## src/sv/emc_pkg.sv

```systemverilog
// Shared types, codes and constants of the machine mode controller.
`default_nettype none

package emc_pkg;

    localparam int JOB_ID_BITS = 16;

    typedef enum logic [3:0] {
        OP_START     = 4'd0,
        OP_HOME      = 4'd1,
        OP_FRAME     = 4'd2,
        OP_START_JOB = 4'd3,
        OP_PAUSE     = 4'd4,
        OP_RESUME    = 4'd5,
        OP_STOP      = 4'd6,
        OP_ALARM     = 4'd7,
        OP_POLL      = 4'd8
    } t_op;

    typedef enum logic [2:0] {
        MODE_BOOT    = 3'd0,
        MODE_IDLE    = 3'd1,
        MODE_HOMING  = 3'd2,
        MODE_FRAMING = 3'd3,
        MODE_RUNNING = 3'd4,
        MODE_PAUSED  = 3'd5,
        MODE_ALARM   = 3'd6
    } t_mode;

    typedef enum logic [1:0] {
        ST_OK      = 2'd0,
        ST_INVALID = 2'd1,
        ST_LASER   = 2'd2,
        ST_MOTION  = 2'd3
    } t_status;

    typedef enum logic [3:0] {
        MSG_BOOTING        = 4'd0,
        MSG_READY          = 4'd1,
        MSG_HOMING         = 4'd2,
        MSG_FRAMING        = 4'd3,
        MSG_JOB_STARTED    = 4'd4,
        MSG_PAUSED         = 4'd5,
        MSG_RESUMED        = 4'd6,
        MSG_STOPPED        = 4'd7,
        MSG_FRAME_NOT_HOME = 4'd8,
        MSG_RUN_NOT_HOME   = 4'd9,
        MSG_RUN_NO_JOB     = 4'd10,
        MSG_MOTION_FAIL    = 4'd11,
        MSG_HOMED          = 4'd12,
        MSG_FRAME_DONE     = 4'd13,
        MSG_EXT_ALARM      = 4'd14
    } t_msg;

    // Configuration register indexes.
    typedef enum logic [1:0] {
        REG_REQUIRE_HOMING  = 2'd0,
        REG_STOP_ON_PAUSE   = 2'd1,
        REG_STOP_ON_ALARM   = 2'd2
    } t_reg_idx;

    typedef struct packed {
        logic require_homing;
        logic stop_laser_on_pause;
        logic stop_laser_on_alarm;
    } t_cfg;

    typedef struct packed {
        logic [3:0]             opcode;
        logic                   motion_homed;
        logic                   motion_busy;
        logic                   motion_error;
        logic                   job_found;
        logic [JOB_ID_BITS-1:0] job_handle;
        logic                   laser_ack;
        logic                   motion_ack;
    } t_cmd;

    typedef struct packed {
        t_mode                  mode;
        t_msg                   msg;
        logic                   job_held;
        logic [JOB_ID_BITS-1:0] job;
    } t_state;

    typedef struct packed {
        t_mode                  machine_mode;
        t_status                status_code;
        t_msg                   message_code;
        logic                   laser_arm_strobe;
        logic                   laser_disarm_strobe;
        logic                   laser_off_strobe;
        logic                   motion_home_strobe;
        logic                   motion_frame_strobe;
        logic                   motion_stop_strobe;
        logic                   job_active;
        logic [JOB_ID_BITS-1:0] active_job;
    } t_result;

endpackage

`default_nettype wire

```

## src/sv/emc_cfg_regs.sv

```systemverilog
// APB-style configuration registers of the machine mode controller.
`default_nettype none

module emc_cfg_regs
    import emc_pkg::*;
(
    input  wire logic        i_clk,
    input  wire logic        i_rst_n,
    input  wire logic        psel,
    input  wire logic        penable,
    input  wire logic        pwrite,
    input  wire logic [3:0]  paddr,
    input  wire logic [31:0] pwdata,
    output logic [31:0]      prdata,
    output logic             pready,
    output t_cfg             o_cfg
);

    t_cfg     r_cfg;
    t_cfg     n_cfg;
    t_reg_idx w_idx;
    logic     w_wr;

    assign w_idx  = t_reg_idx'(paddr[3:2]);
    assign w_wr   = psel && penable && pwrite;
    assign pready = 1'b1;
    assign o_cfg  = r_cfg;

    always_comb begin
        n_cfg = r_cfg;
        if (w_wr) begin
            unique case (w_idx)
                REG_REQUIRE_HOMING: n_cfg.require_homing      = pwdata[0];
                REG_STOP_ON_PAUSE:  n_cfg.stop_laser_on_pause = pwdata[0];
                REG_STOP_ON_ALARM:  n_cfg.stop_laser_on_alarm = pwdata[0];
                default:            n_cfg = r_cfg;
            endcase
        end
    end

    always_comb begin
        unique case (w_idx)
            REG_REQUIRE_HOMING: prdata = {31'd0, r_cfg.require_homing};
            REG_STOP_ON_PAUSE:  prdata = {31'd0, r_cfg.stop_laser_on_pause};
            REG_STOP_ON_ALARM:  prdata = {31'd0, r_cfg.stop_laser_on_alarm};
            default:            prdata = 32'd0;
        endcase
    end

    always_ff @(posedge i_clk) begin
        if (!i_rst_n) begin
            r_cfg <= '{require_homing: 1'b1, stop_laser_on_pause: 1'b1,
                       stop_laser_on_alarm: 1'b1};
        end else begin
            r_cfg <= n_cfg;
        end
    end

endmodule

`default_nettype wire

```

## src/sv/emc_decide.sv

```systemverilog
// Guarded transition logic: next machine state and the result of one command.
`default_nettype none

module emc_decide
    import emc_pkg::*;
(
    input  wire t_cmd   i_cmd,
    input  wire t_state i_cur,
    input  wire t_cfg   i_cfg,
    output t_state      o_nxt,
    output t_result     o_res
);

    t_op     w_op;
    logic    w_alarm_go;
    logic    w_homing_ok;
    t_state  n_st;
    t_status n_status;
    logic    n_arm, n_disarm, n_off, n_home, n_frame, n_stop;

    assign w_op        = t_op'(i_cmd.opcode);
    // Entering alarm goes through unless a required disarm was not acknowledged.
    assign w_alarm_go  = !i_cfg.stop_laser_on_alarm || i_cmd.laser_ack;
    assign w_homing_ok = !i_cfg.require_homing || i_cmd.motion_homed;

    function automatic t_state enter_alarm(t_state s, t_msg m, logic go);
        t_state r;
        r = s;
        if (go) begin
            r.job_held = 1'b0;
            r.job      = '0;
            r.mode     = MODE_ALARM;
            r.msg      = m;
        end
        return r;
    endfunction

    always_comb begin
        n_st     = i_cur;
        n_status = ST_OK;
        n_arm    = 1'b0;
        n_disarm = 1'b0;
        n_off    = 1'b0;
        n_home   = 1'b0;
        n_frame  = 1'b0;
        n_stop   = 1'b0;
        unique case (w_op)
            OP_START: begin
                n_disarm = 1'b1;
                if (!i_cmd.laser_ack) begin
                    n_status = ST_LASER;
                end else begin
                    n_st.mode = MODE_IDLE;
                    n_st.msg  = MSG_READY;
                end
            end
            OP_HOME: begin
                if (i_cur.mode != MODE_IDLE && i_cur.mode != MODE_ALARM) begin
                    n_status = ST_INVALID;
                end else begin
                    n_st.mode = MODE_HOMING;
                    n_st.msg  = MSG_HOMING;
                    n_home    = 1'b1;
                    n_status  = i_cmd.motion_ack ? ST_OK : ST_MOTION;
                end
            end
            OP_FRAME: begin
                if (i_cur.mode != MODE_IDLE) begin
                    n_status = ST_INVALID;
                end else if (!w_homing_ok) begin
                    n_disarm = i_cfg.stop_laser_on_alarm;
                    n_st     = enter_alarm(i_cur, MSG_FRAME_NOT_HOME, w_alarm_go);
                    n_status = w_alarm_go ? ST_INVALID : ST_LASER;
                end else begin
                    n_st.mode = MODE_FRAMING;
                    n_st.msg  = MSG_FRAMING;
                    n_frame   = 1'b1;
                    n_status  = i_cmd.motion_ack ? ST_OK : ST_MOTION;
                end
            end
            OP_START_JOB: begin
                if (i_cur.mode != MODE_IDLE) begin
                    n_status = ST_INVALID;
                end else if (!w_homing_ok) begin
                    n_disarm = i_cfg.stop_laser_on_alarm;
                    n_st     = enter_alarm(i_cur, MSG_RUN_NOT_HOME, w_alarm_go);
                    n_status = w_alarm_go ? ST_INVALID : ST_LASER;
                end else if (!i_cmd.job_found) begin
                    n_disarm = i_cfg.stop_laser_on_alarm;
                    n_st     = enter_alarm(i_cur, MSG_RUN_NO_JOB, w_alarm_go);
                    n_status = w_alarm_go ? ST_INVALID : ST_LASER;
                end else begin
                    // The handle is taken even when the arm fails.
                    n_st.job_held = 1'b1;
                    n_st.job      = i_cmd.job_handle;
                    n_arm         = 1'b1;
                    if (!i_cmd.laser_ack) begin
                        n_status = ST_LASER;
                    end else begin
                        n_st.mode = MODE_RUNNING;
                        n_st.msg  = MSG_JOB_STARTED;
                    end
                end
            end
            OP_PAUSE: begin
                if (i_cur.mode != MODE_RUNNING) begin
                    n_status = ST_INVALID;
                end else begin
                    n_off = i_cfg.stop_laser_on_pause;
                    if (i_cfg.stop_laser_on_pause && !i_cmd.laser_ack) begin
                        n_status = ST_LASER;
                    end else begin
                        n_st.mode = MODE_PAUSED;
                        n_st.msg  = MSG_PAUSED;
                    end
                end
            end
            OP_RESUME: begin
                if (i_cur.mode != MODE_PAUSED) begin
                    n_status = ST_INVALID;
                end else begin
                    n_arm = 1'b1;
                    if (!i_cmd.laser_ack) begin
                        n_status = ST_LASER;
                    end else begin
                        n_st.mode = MODE_RUNNING;
                        n_st.msg  = MSG_RESUMED;
                    end
                end
            end
            OP_STOP: begin
                n_stop = 1'b1;
                if (!i_cmd.motion_ack) begin
                    n_status = ST_MOTION;
                end else begin
                    n_disarm = 1'b1;
                    if (!i_cmd.laser_ack) begin
                        n_status = ST_LASER;
                    end else begin
                        n_st.job_held = 1'b0;
                        n_st.job      = '0;
                        n_st.mode     = MODE_IDLE;
                        n_st.msg      = MSG_STOPPED;
                    end
                end
            end
            OP_ALARM: begin
                n_disarm = i_cfg.stop_laser_on_alarm;
                n_st     = enter_alarm(i_cur, MSG_EXT_ALARM, w_alarm_go);
                n_status = w_alarm_go ? ST_INVALID : ST_LASER;
            end
            OP_POLL: begin
                if ((i_cur.mode == MODE_HOMING || i_cur.mode == MODE_FRAMING)
                        && !i_cmd.motion_busy) begin
                    if (i_cmd.motion_error) begin
                        n_disarm = i_cfg.stop_laser_on_alarm;
                        n_st     = enter_alarm(i_cur, MSG_MOTION_FAIL, w_alarm_go);
                        n_status = w_alarm_go ? ST_INVALID : ST_LASER;
                    end else begin
                        n_st.mode = MODE_IDLE;
                        n_st.msg  = (i_cur.mode == MODE_HOMING) ? MSG_HOMED
                                                                : MSG_FRAME_DONE;
                    end
                end
            end
            default: begin
                n_status = ST_INVALID;
            end
        endcase
    end

    assign o_nxt = n_st;

    always_comb begin
        o_res.machine_mode        = n_st.mode;
        o_res.status_code         = n_status;
        o_res.message_code        = n_st.msg;
        o_res.laser_arm_strobe    = n_arm;
        o_res.laser_disarm_strobe = n_disarm;
        o_res.laser_off_strobe    = n_off;
        o_res.motion_home_strobe  = n_home;
        o_res.motion_frame_strobe = n_frame;
        o_res.motion_stop_strobe  = n_stop;
        o_res.job_active          = n_st.job_held;
        o_res.active_job          = n_st.job_held ? n_st.job : '0;
    end

endmodule

`default_nettype wire

```

## src/sv/engraver_machine_mode_controller_core.sv

```systemverilog
// Top level of the laser machine mode controller: command pipeline and mode state.
//
// Usage: commands arrive on the input channel (i_in_valid / o_in_ready) with the
// opcode and the status flags of the motion, laser and job subsystems. Each
// command transfer produces exactly one result transfer on the output channel
// (o_out_valid / i_out_ready) carrying the new machine mode, status code,
// message code, the command strobes issued for that command and the held job.
// An accepted command lands in an input register; once the output register is
// free, the guarded transition logic updates the mode state and the result
// moves into the output register. The block sustains one command per cycle
// while the receiver accepts results, because the input register drains into
// the output register in the same edge that refills it. When the receiver
// stalls, the result holds in the output register, one further command waits
// in the input register, and only then does o_in_ready drop. The mode state
// is updated only when a command moves into the output register, so commands
// take effect strictly in order. Synchronous reset puts the machine in boot
// mode with the booting message, no job held, all configuration bits set, and
// both pipeline registers empty. The user must write configuration through the
// APB-style port only while the block is idle; the block does not enforce this.
`default_nettype none

module engraver_machine_mode_controller_core
    import emc_pkg::*;
(
    input  wire logic                   i_clk,
    input  wire logic                   i_rst_n,
    // Command channel.
    input  wire logic                   i_in_valid,
    output logic                        o_in_ready,
    input  wire logic [3:0]             i_opcode,
    input  wire logic                   i_motion_homed,
    input  wire logic                   i_motion_busy,
    input  wire logic                   i_motion_error,
    input  wire logic                   i_job_found,
    input  wire logic [JOB_ID_BITS-1:0] i_job_handle,
    input  wire logic                   i_laser_ack,
    input  wire logic                   i_motion_ack,
    // Result channel.
    output logic                        o_out_valid,
    input  wire logic                   i_out_ready,
    output logic [2:0]                  o_machine_mode,
    output logic [1:0]                  o_status_code,
    output logic [3:0]                  o_message_code,
    output logic                        o_laser_arm_strobe,
    output logic                        o_laser_disarm_strobe,
    output logic                        o_laser_off_strobe,
    output logic                        o_motion_home_strobe,
    output logic                        o_motion_frame_strobe,
    output logic                        o_motion_stop_strobe,
    output logic                        o_job_active,
    output logic [JOB_ID_BITS-1:0]      o_active_job,
    // Configuration port.
    input  wire logic                   psel,
    input  wire logic                   penable,
    input  wire logic                   pwrite,
    input  wire logic [3:0]             paddr,
    input  wire logic [31:0]            pwdata,
    output logic [31:0]                 prdata,
    output logic                        pready
);

    t_cfg    w_cfg;
    t_cmd    w_cmd;
    t_state  w_nxt;
    t_result w_res;
    logic    w_in_xfer;
    logic    w_advance;

    logic    r_in_valid;
    t_cmd    r_in;
    logic    r_out_valid;
    t_result r_out;
    t_state  r_state;

    emc_cfg_regs u_cfg (
        .i_clk   (i_clk),
        .i_rst_n (i_rst_n),
        .psel    (psel),
        .penable (penable),
        .pwrite  (pwrite),
        .paddr   (paddr),
        .pwdata  (pwdata),
        .prdata  (prdata),
        .pready  (pready),
        .o_cfg   (w_cfg)
    );

    emc_decide u_decide (
        .i_cmd (r_in),
        .i_cur (r_state),
        .i_cfg (w_cfg),
        .o_nxt (w_nxt),
        .o_res (w_res)
    );

    always_comb begin
        w_cmd.opcode       = i_opcode;
        w_cmd.motion_homed = i_motion_homed;
        w_cmd.motion_busy  = i_motion_busy;
        w_cmd.motion_error = i_motion_error;
        w_cmd.job_found    = i_job_found;
        w_cmd.job_handle   = i_job_handle;
        w_cmd.laser_ack    = i_laser_ack;
        w_cmd.motion_ack   = i_motion_ack;
    end

    // The buffered command moves on whenever the output register is free or
    // is being emptied in this cycle.
    assign w_advance  = r_in_valid && (!r_out_valid || i_out_ready);
    assign o_in_ready = !r_in_valid || w_advance;
    assign w_in_xfer  = i_in_valid && o_in_ready;

    always_ff @(posedge i_clk) begin
        if (!i_rst_n) begin
            r_in_valid  <= 1'b0;
            r_out_valid <= 1'b0;
            r_state     <= '{mode: MODE_BOOT, msg: MSG_BOOTING, job_held: 1'b0,
                             job: '0};
        end else begin
            if (w_in_xfer) begin
                r_in_valid <= 1'b1;
            end else if (w_advance) begin
                r_in_valid <= 1'b0;
            end
            if (w_advance) begin
                r_out_valid <= 1'b1;
                r_state     <= w_nxt;
            end else if (i_out_ready) begin
                r_out_valid <= 1'b0;
            end
        end
    end

    always_ff @(posedge i_clk) begin
        if (w_in_xfer) begin
            r_in <= w_cmd;
        end
        if (w_advance) begin
            r_out <= w_res;
        end
    end

    assign o_out_valid           = r_out_valid;
    assign o_machine_mode        = r_out.machine_mode;
    assign o_status_code         = r_out.status_code;
    assign o_message_code        = r_out.message_code;
    assign o_laser_arm_strobe    = r_out.laser_arm_strobe;
    assign o_laser_disarm_strobe = r_out.laser_disarm_strobe;
    assign o_laser_off_strobe    = r_out.laser_off_strobe;
    assign o_motion_home_strobe  = r_out.motion_home_strobe;
    assign o_motion_frame_strobe = r_out.motion_frame_strobe;
    assign o_motion_stop_strobe  = r_out.motion_stop_strobe;
    assign o_job_active          = r_out.job_active;
    assign o_active_job          = r_out.active_job;

endmodule

`default_nettype wire
```

## config.mk

```make
export PLATFORM = sky130hd
export DESIGN_NAME = engraver_machine_mode_controller_core
export DESIGN_NICKNAME = d
export VERILOG_FILES = /design/src/sv/emc_pkg.sv /design/src/sv/emc_cfg_regs.sv /design/src/sv/emc_decide.sv /design/src/sv/engraver_machine_mode_controller_core.sv
export SDC_FILE = /design/constraint.sdc
export NUM_CORES = 1
export LEC_CHECK = 0
export BUFFER_PORTS_ARGS = -buffer_cell sky130_fd_sc_hd__buf_2
export CAP_MARGIN = 20
export CORE_AREA = 2 2 90 101
export CTS_BUF_LIST = sky130_fd_sc_hd__clkbuf_16
export DETAILED_ROUTE_END_ITERATION = 8
export DIE_AREA = 0 0 92 103
export PLACE_DENSITY = 0.89
export SETUP_SLACK_MARGIN = 0.05
export SYNTH_ARGS = -nofsm -noshare
export SYNTH_HDL_FRONTEND = slang
export SYNTH_SLANG_ARGS = --single-unit
```

## constraint.sdc

```tcl
create_clock -name i_clk -period 6.3 [get_ports i_clk]
set_clock_uncertainty 0.15 [all_clocks]
set_input_delay 0 -clock i_clk [delete_from_list [all_inputs] [get_ports i_clk]]
set_output_delay 0 -clock i_clk [all_outputs]
set_load 0.005 [all_outputs]
```

* Word-level counts from Yosys, hierarchy flattened
Cells that the tools add are included.
Word-level totals: input bits 69, output and inout bits 67, register bits after elaboration 87
Operators by class: multiplexer cells 64, bitwise operators 2, equality and inequality tests 16, reduce and logical (&&, ||, !) cells 27
Operators with widths (count):
- two-way mux 24 bit | 12
- case mux 17 bit (5 select lines) | 1
- two-way mux 7 bit | 9
- case mux 7 bit (9 select lines) | 1
- two-way mux 17 bit | 2
- two-way mux 2 bit | 15
- two-way mux 1 bit | 20
- case mux 2 bit (9 select lines) | 1
- == test 4 x 3 -> 1 bit, second input constant | 4
- != test 3 bit, second input constant | 3
- == test 4 x 2 -> 1 bit, second input constant | 2
- logical AND 1 bit | 7
- == test 3 x 2 -> 1 bit, second input constant | 2
- zero test 1 bit | 6
- case mux 1 bit (6 select lines) | 1
- AND reduction 2 bit | 3
- logical OR 1 bit | 5
- == test 4 x 1 -> 1 bit, second input constant | 1
- == test 4 bit, second input constant | 1
- zero test 4 bit | 1
- nonzero test 2 bit | 2
- OR reduction 2 bit | 2
- != test 3 x 1 -> 1 bit, second input constant | 1
- case mux 1 bit (3 select lines) | 1
- other kinds (5) | 6

* Depth between registers and ports, before layout
depth in word-level cells 7, depth in mapped cells 10, mapped depth without buffers 6

* Modules after synthesis
From an unflattened synthesis, not the netlist that was laid out.
Second synthesis, totals: cell total of the unflattened synthesis 511, area total of the unflattened synthesis 4914.7 um2
By module, submodules not included:
- engraver_machine_mode_controller_core | seq. area each 2262.2 um2, area each 2810.2 um2, cells each 172, instances 1
- emc_decide | seq. area each 0.0 um2, area each 1685.4 um2, cells each 288, instances 1
- emc_cfg_regs | seq. area each 60.1 um2, area each 419.2 um2, cells each 51, instances 1

* Worst setup path before layout
Ideal clock, no wire load.
path kind reg-to-reg, from reg r_out_valid (netlist: o_out_valid), to reg r_state[19] in the netlist's numbering, data arrival time 2.146 ns, cell stages (with the launch flop) 7, buffers on the path 1, path slack 3.880 ns, setup time 0.124 ns, cells stage by stage dfxtp_1 nor2b_1 nand2b_1 inv_1 clkbuf_1 a21oi_1 o21bai_1
Between the ends: word-level cells in the longest chain between the ends 3
Ends and longest elaborated chain:
- start: declaration | RTL line engraver_machine_mode_controller_core.sv:71 | logic r_out_valid;
- start signal: assignment | RTL line engraver_machine_mode_controller_core.sv:116 | r_out_valid <= 1'b0;
- start signal: assignment | RTL line engraver_machine_mode_controller_core.sv:126 | r_out_valid <= 1'b1;
- start signal: assignment | RTL line engraver_machine_mode_controller_core.sv:129 | r_out_valid <= 1'b0;
- zero test 1 bit | RTL line engraver_machine_mode_controller_core.sv:109 | assign w_advance = r_in_valid && (!r_out_valid || i_out_ready);
- logical OR 1 bit | RTL line engraver_machine_mode_controller_core.sv:109
- logical AND 1 bit | RTL line engraver_machine_mode_controller_core.sv:109
- named net w_advance | RTL line engraver_machine_mode_controller_core.sv:67 | logic w_advance;
- end signal: assignment | RTL line engraver_machine_mode_controller_core.sv:117 | r_state <= '{mode: MODE_BOOT, msg: MSG_BOOTING, job_held: 1'b0,
- end signal: assignment | RTL line engraver_machine_mode_controller_core.sv:127 | r_state <= w_nxt;
- end: declaration | RTL line engraver_machine_mode_controller_core.sv:73 | t_state r_state;
The timed path passes the listed nets, and every way through them passes these cells. A chain may end at the register's enable or synchronous reset.

* Worst setup path after layout
from reg r_in[23] in the netlist's numbering, to reg r_out (netlist bit o_active_job[0]) (data pin)
Between the ends: word-level cells in the longest chain between the ends 2, elaborated cells between the ends (all ways) 6
Ends and longest elaborated chain:
- start: declaration | RTL line engraver_machine_mode_controller_core.sv:70 | t_cmd r_in;
- start signal: assignment | RTL line engraver_machine_mode_controller_core.sv:136 | r_in <= w_cmd;
- == test 4 bit (tied with other cells) | RTL line emc_decide.sv:47 | unique case (w_op)
- case mux 17 bit (5 select lines) (*) | RTL line emc_decide.sv:47
- end signal: assignment | RTL line engraver_machine_mode_controller_core.sv:139 | r_out <= w_res;
- end: declaration | RTL line engraver_machine_mode_controller_core.sv:72 | t_result r_out;
Mark *: on every way between the ends. The rest lies on a longest branch, timed or not.

==> results by group <==
Status
  – Outcome: finished, final reports clean

Die
  – I/O pin cnt: 136
  – Initial Utilization: 0.529
  – Die Height: 103 um
  – Number of cell rows: 36
  – Die footprint: 9480 um^2
  – Area of the placeable core: roughly 8600 um^2
  – Die X-Extent: 92 um

Logic synthesis
  – Synth async-reset ratio: 0
  – Total number of yosys warnings: 0
  – Number of enable-type register cells in the synthesized netlist: 58
  – Cell count after synthesis: between 400 and 500
  – Post-Syn Area per Cell: 10.3 um^2
  – Leading cell types by total area after synthesis: sky130_fd_sc_hd__edfxtp_1, sky130_fd_sc_hd__dfxtp_1, sky130_fd_sc_hd__buf_4, sky130_fd_sc_hd__a22o_1, sky130_fd_sc_hd__nor2_1
  – Cell type with the largest total area after synthesis: sky130_fd_sc_hd__edfxtp_1
  – Register area share after synthesis: 0.513
  – Share of the synthesized area in the top cell type: 0.385
  – Post-synthesis instance area: 4530 um^2
  – Count of state elements after synthesis: 87
  – Most frequently used flop master after synthesis: sky130_fd_sc_hd__edfxtp_1
  – Distinct cells, synth: 72

Clock network
  – Setup Buffers After CTS: 0
  – Number of buffers created by CTS: 9
  – Root Buffer: sky130_fd_sc_hd__clkbuf_16
  – Hold buffer count at CTS: 36
  – Maximum count of clock buffers along a single path: 2
  – CTS sink cnt: 87
  – Post-CTS sizing: 0
  – Reg clk slew, reported paths: 0.07 ns
  – H-tree depth: 3
  – Clock Latency Late Sink: 0.34 ns
  – CTS tree: built

Power and ir drop
  – Fraction of power consumed by combinational cells: 0.101
  – Fraction of power spent switching nets: 0.230
  – Static Leak: 2.13 nW
  – Switching power: 0.335 mW
  – Part of the power in the clock network: 0.450
  – Cell-internal power: 1.12 mW
  – Sequential group share of total power: 0.449
  – Power per cell area: between 200 and 300 nW/um^2
  – Maximum VDD drop: 0.000200 V
  – Total chip power: 1.46 mW

Global route
  – GRT Util Overall: 0.261
  – Pin count of the biggest net entering global routing: 45
  – Final global-route overflow total: 0
  – Wire length of the first global-routing pass: between 15,000 and 20,000 um
  – Initial antenna violation count: 0
  – Number of global-route vias before repair: 3,592

Timing
  – Total negative slack for setup checks: 0 ns
  – RSZ-0062 raised after global routing: false
  – Final period utilization: 0.626
  – Achievable clock frequency: between 200 and 300 MHz
  – Setup Viol. Count Final: 0
  – Total count of hold-check failures in the final report: 0
  – Final number of max-transition violations: 0
  – Slew margin rel.: 0.271
  – Tightest Pin Transition: around 1.1 ns
  – Worst hold-check slack: 0.163 ns
  – Clock period minus worst slack: between 3 and 4 ns

Placed design
  – Routability congestion estimate from global placement: ~0.95
  – Number of input and output port buffers inserted: 70
  – Post-DP HPWL: 7730 um
  – # placed instances: 598
  – Area of placed instances: 4780 um^2

Layout
  – Count of nets after finishing: approximately 600
  – Antenna Diode Count: 0
  – Area grow syn2layout: 22.1%
  – Share of cells above drive strength 1: 0.214
  – Cell Count, Final, Fillers Out: about 650
  – Leading cell type in the layout, fill and taps excluded: sky130_fd_sc_hd__buf_2
  – Number of inserted filler cells in the final layout: 647
  – Final design area excluding fillers: 5530 um^2
  – Top library cells by usage in the layout, fill and taps aside: sky130_fd_sc_hd__buf_2, sky130_fd_sc_hd__edfxtp_1, sky130_fd_sc_hd__nor2_1, sky130_fd_sc_hd__dlygate4sd3_1, sky130_fd_sc_hd__nand2_1

Hold path
  – Min-Delay Path Depth: 3
  – Kind of path behind the tightest hold check: in2out

Setup path
  – Data required time at the worst endpoint: 6.33 ns
  – Startpoint Class: register
  – Cell mode on critical path: sky130_fd_sc_hd__nand2_1
  – Arrival time reported for the critical path endpoint: 3.97 ns
  – Critical Path Fanout Max: 25
  – Series of cell instances along the critical path: nand2_1 > nor3_1 > nand2_1 > nor2_2 > a22oi_1 > nor2_1
  – Setup crit end kind: register
  – Max stage delay cell, worst path: sky130_fd_sc_hd__edfxtp_1
  – Delay of the slowest cell on the worst path: 0.89 ns
  – Setup CP Type: reg2reg
  – Path depth of the worst reg2reg path: 6

Routing
  – Avg WL per Cell: 19.0 um
  – First-pass iteration count of the detailed router: 6
  – Via/cell ratio: 6.00
  – Post-Route WL: 12,400 um
  – 1st-iter DRT viols: 658
  – Via count of the routed design: roughly 3,900
  – Count of antenna-violating nets left after detailed routing: 0
  – DRC viols: 0

Run
  – Count of maximum capacitance violations: 0
-- cell type report --
type	count	area, um^2	share of cell area
Sequential cell	87	2320	0.420
Multi-Input combinational cell	310	1890	0.341
Timing Repair Buffer	112	761	0.138
Clock buffer	9	225	0.0408
Tap cell	114	143	0.0258
Clock inverter	6	140	0.0254
Inverter	13	48.8	0.00883
-- path summary, 6_finish.rpt --
| kind | start | endpoint | slack (ns) |
|---|---|---|---|
| min | paddr[3] | prdata[0] | 0.16 |
| min reg2reg | r_state[3] | r_state[3] | 0.34 |
| max reg2reg | r_in[23] | o_active_job[0] | 2.36 |
| max | r_in[23] | o_active_job[0] | 2.36 |
-- state kept, by name, summed over array words and instances, names as in the netlist, 2 cells and up --
name            cells
r_in               26
r_state            24
o_active_job       16
o_message_code      4
o_machine_mode      3
u_cfg.o_cfg         3
o_status_code       2
-- power by group through the flow --
| stage | Clock, mW | Sequential, mW | Combinational [mW] |
|---|---|---|---|
| 6_report | 0.656 | 0.655 | 0.148 |
| 5_1_grt | 0.685 | 0.657 | 0.159 |
| 4_1_cts | 0.656 | 0.654 | 0.140 |
| 3_5_place_dp | 0 | 0.666 | 0.124 |
| 3_3_place_gp | 0 | 0.666 | 0.124 |
| 2_1_floorplan | 0 | 0.659 | 0.101 |
-- synthesized netlist by cell type (all sizes together), types with 4 or more instances --
master and instances:
a22oi 18, o2111ai 4, mux2i 4, a31oi 5, edfxtp 58, dfxtp 29, buf 43, o21ai 29
inv 13, clkbuf 17, nor3 15, a21oi 22, a22o 18, nand3 10, nand2b 6, nor2 38
and2 4, nand2 34, nand4 4, nor2b 8
-- metal layers --
layer | track usage | up-vias | wire length (um) | part of all wire
li1 | - | 1764 | - | -
met1 | 0.340 | 1830 | 4800 | 0.39
met2 | 0.433 | 274 | 6110 | 0.49
met3 | 0.0504 | 38 | 1120 | 0.091
met4 | 0.106 | 0 | 326 | 0.026
met5 | 0 | - | 0 | 0
-- critical path: cells and delay by family (launching register included) --
| kind | cells | cell delay [ns] |
|---|---|---|
| AOI/OAI and AO/OA | 1 | 0.22 |
| DFF | 1 | 0.89 |
| and+or+nand+nor | 5 | 2.51 |
-- metrics by stage --
step | utilization | setup WS, ns
3_3_place_gp | 0.559 | 2.58
5_1_grt | 0.646 | 2.23
3_5_place_dp | 0.559 | 2.60
4_1_cts | 0.643 | 2.55
2_1_floorplan | - | 3.88
6_report | 0.646 | 2.36
-- cell families (layout without fill, tap and decap cells) --
group	after synthesis	in the layout	synth area share
buf+inv	73	140	0.0948
mux	4	4	0.00885
xor+xnor	1	1	0.00194
other cells	2	32	0.00166
flops	87	87	0.513
compound gates	135	135	0.223
simple gates	138	138	0.157
Power figures use the tool's default switching activity.
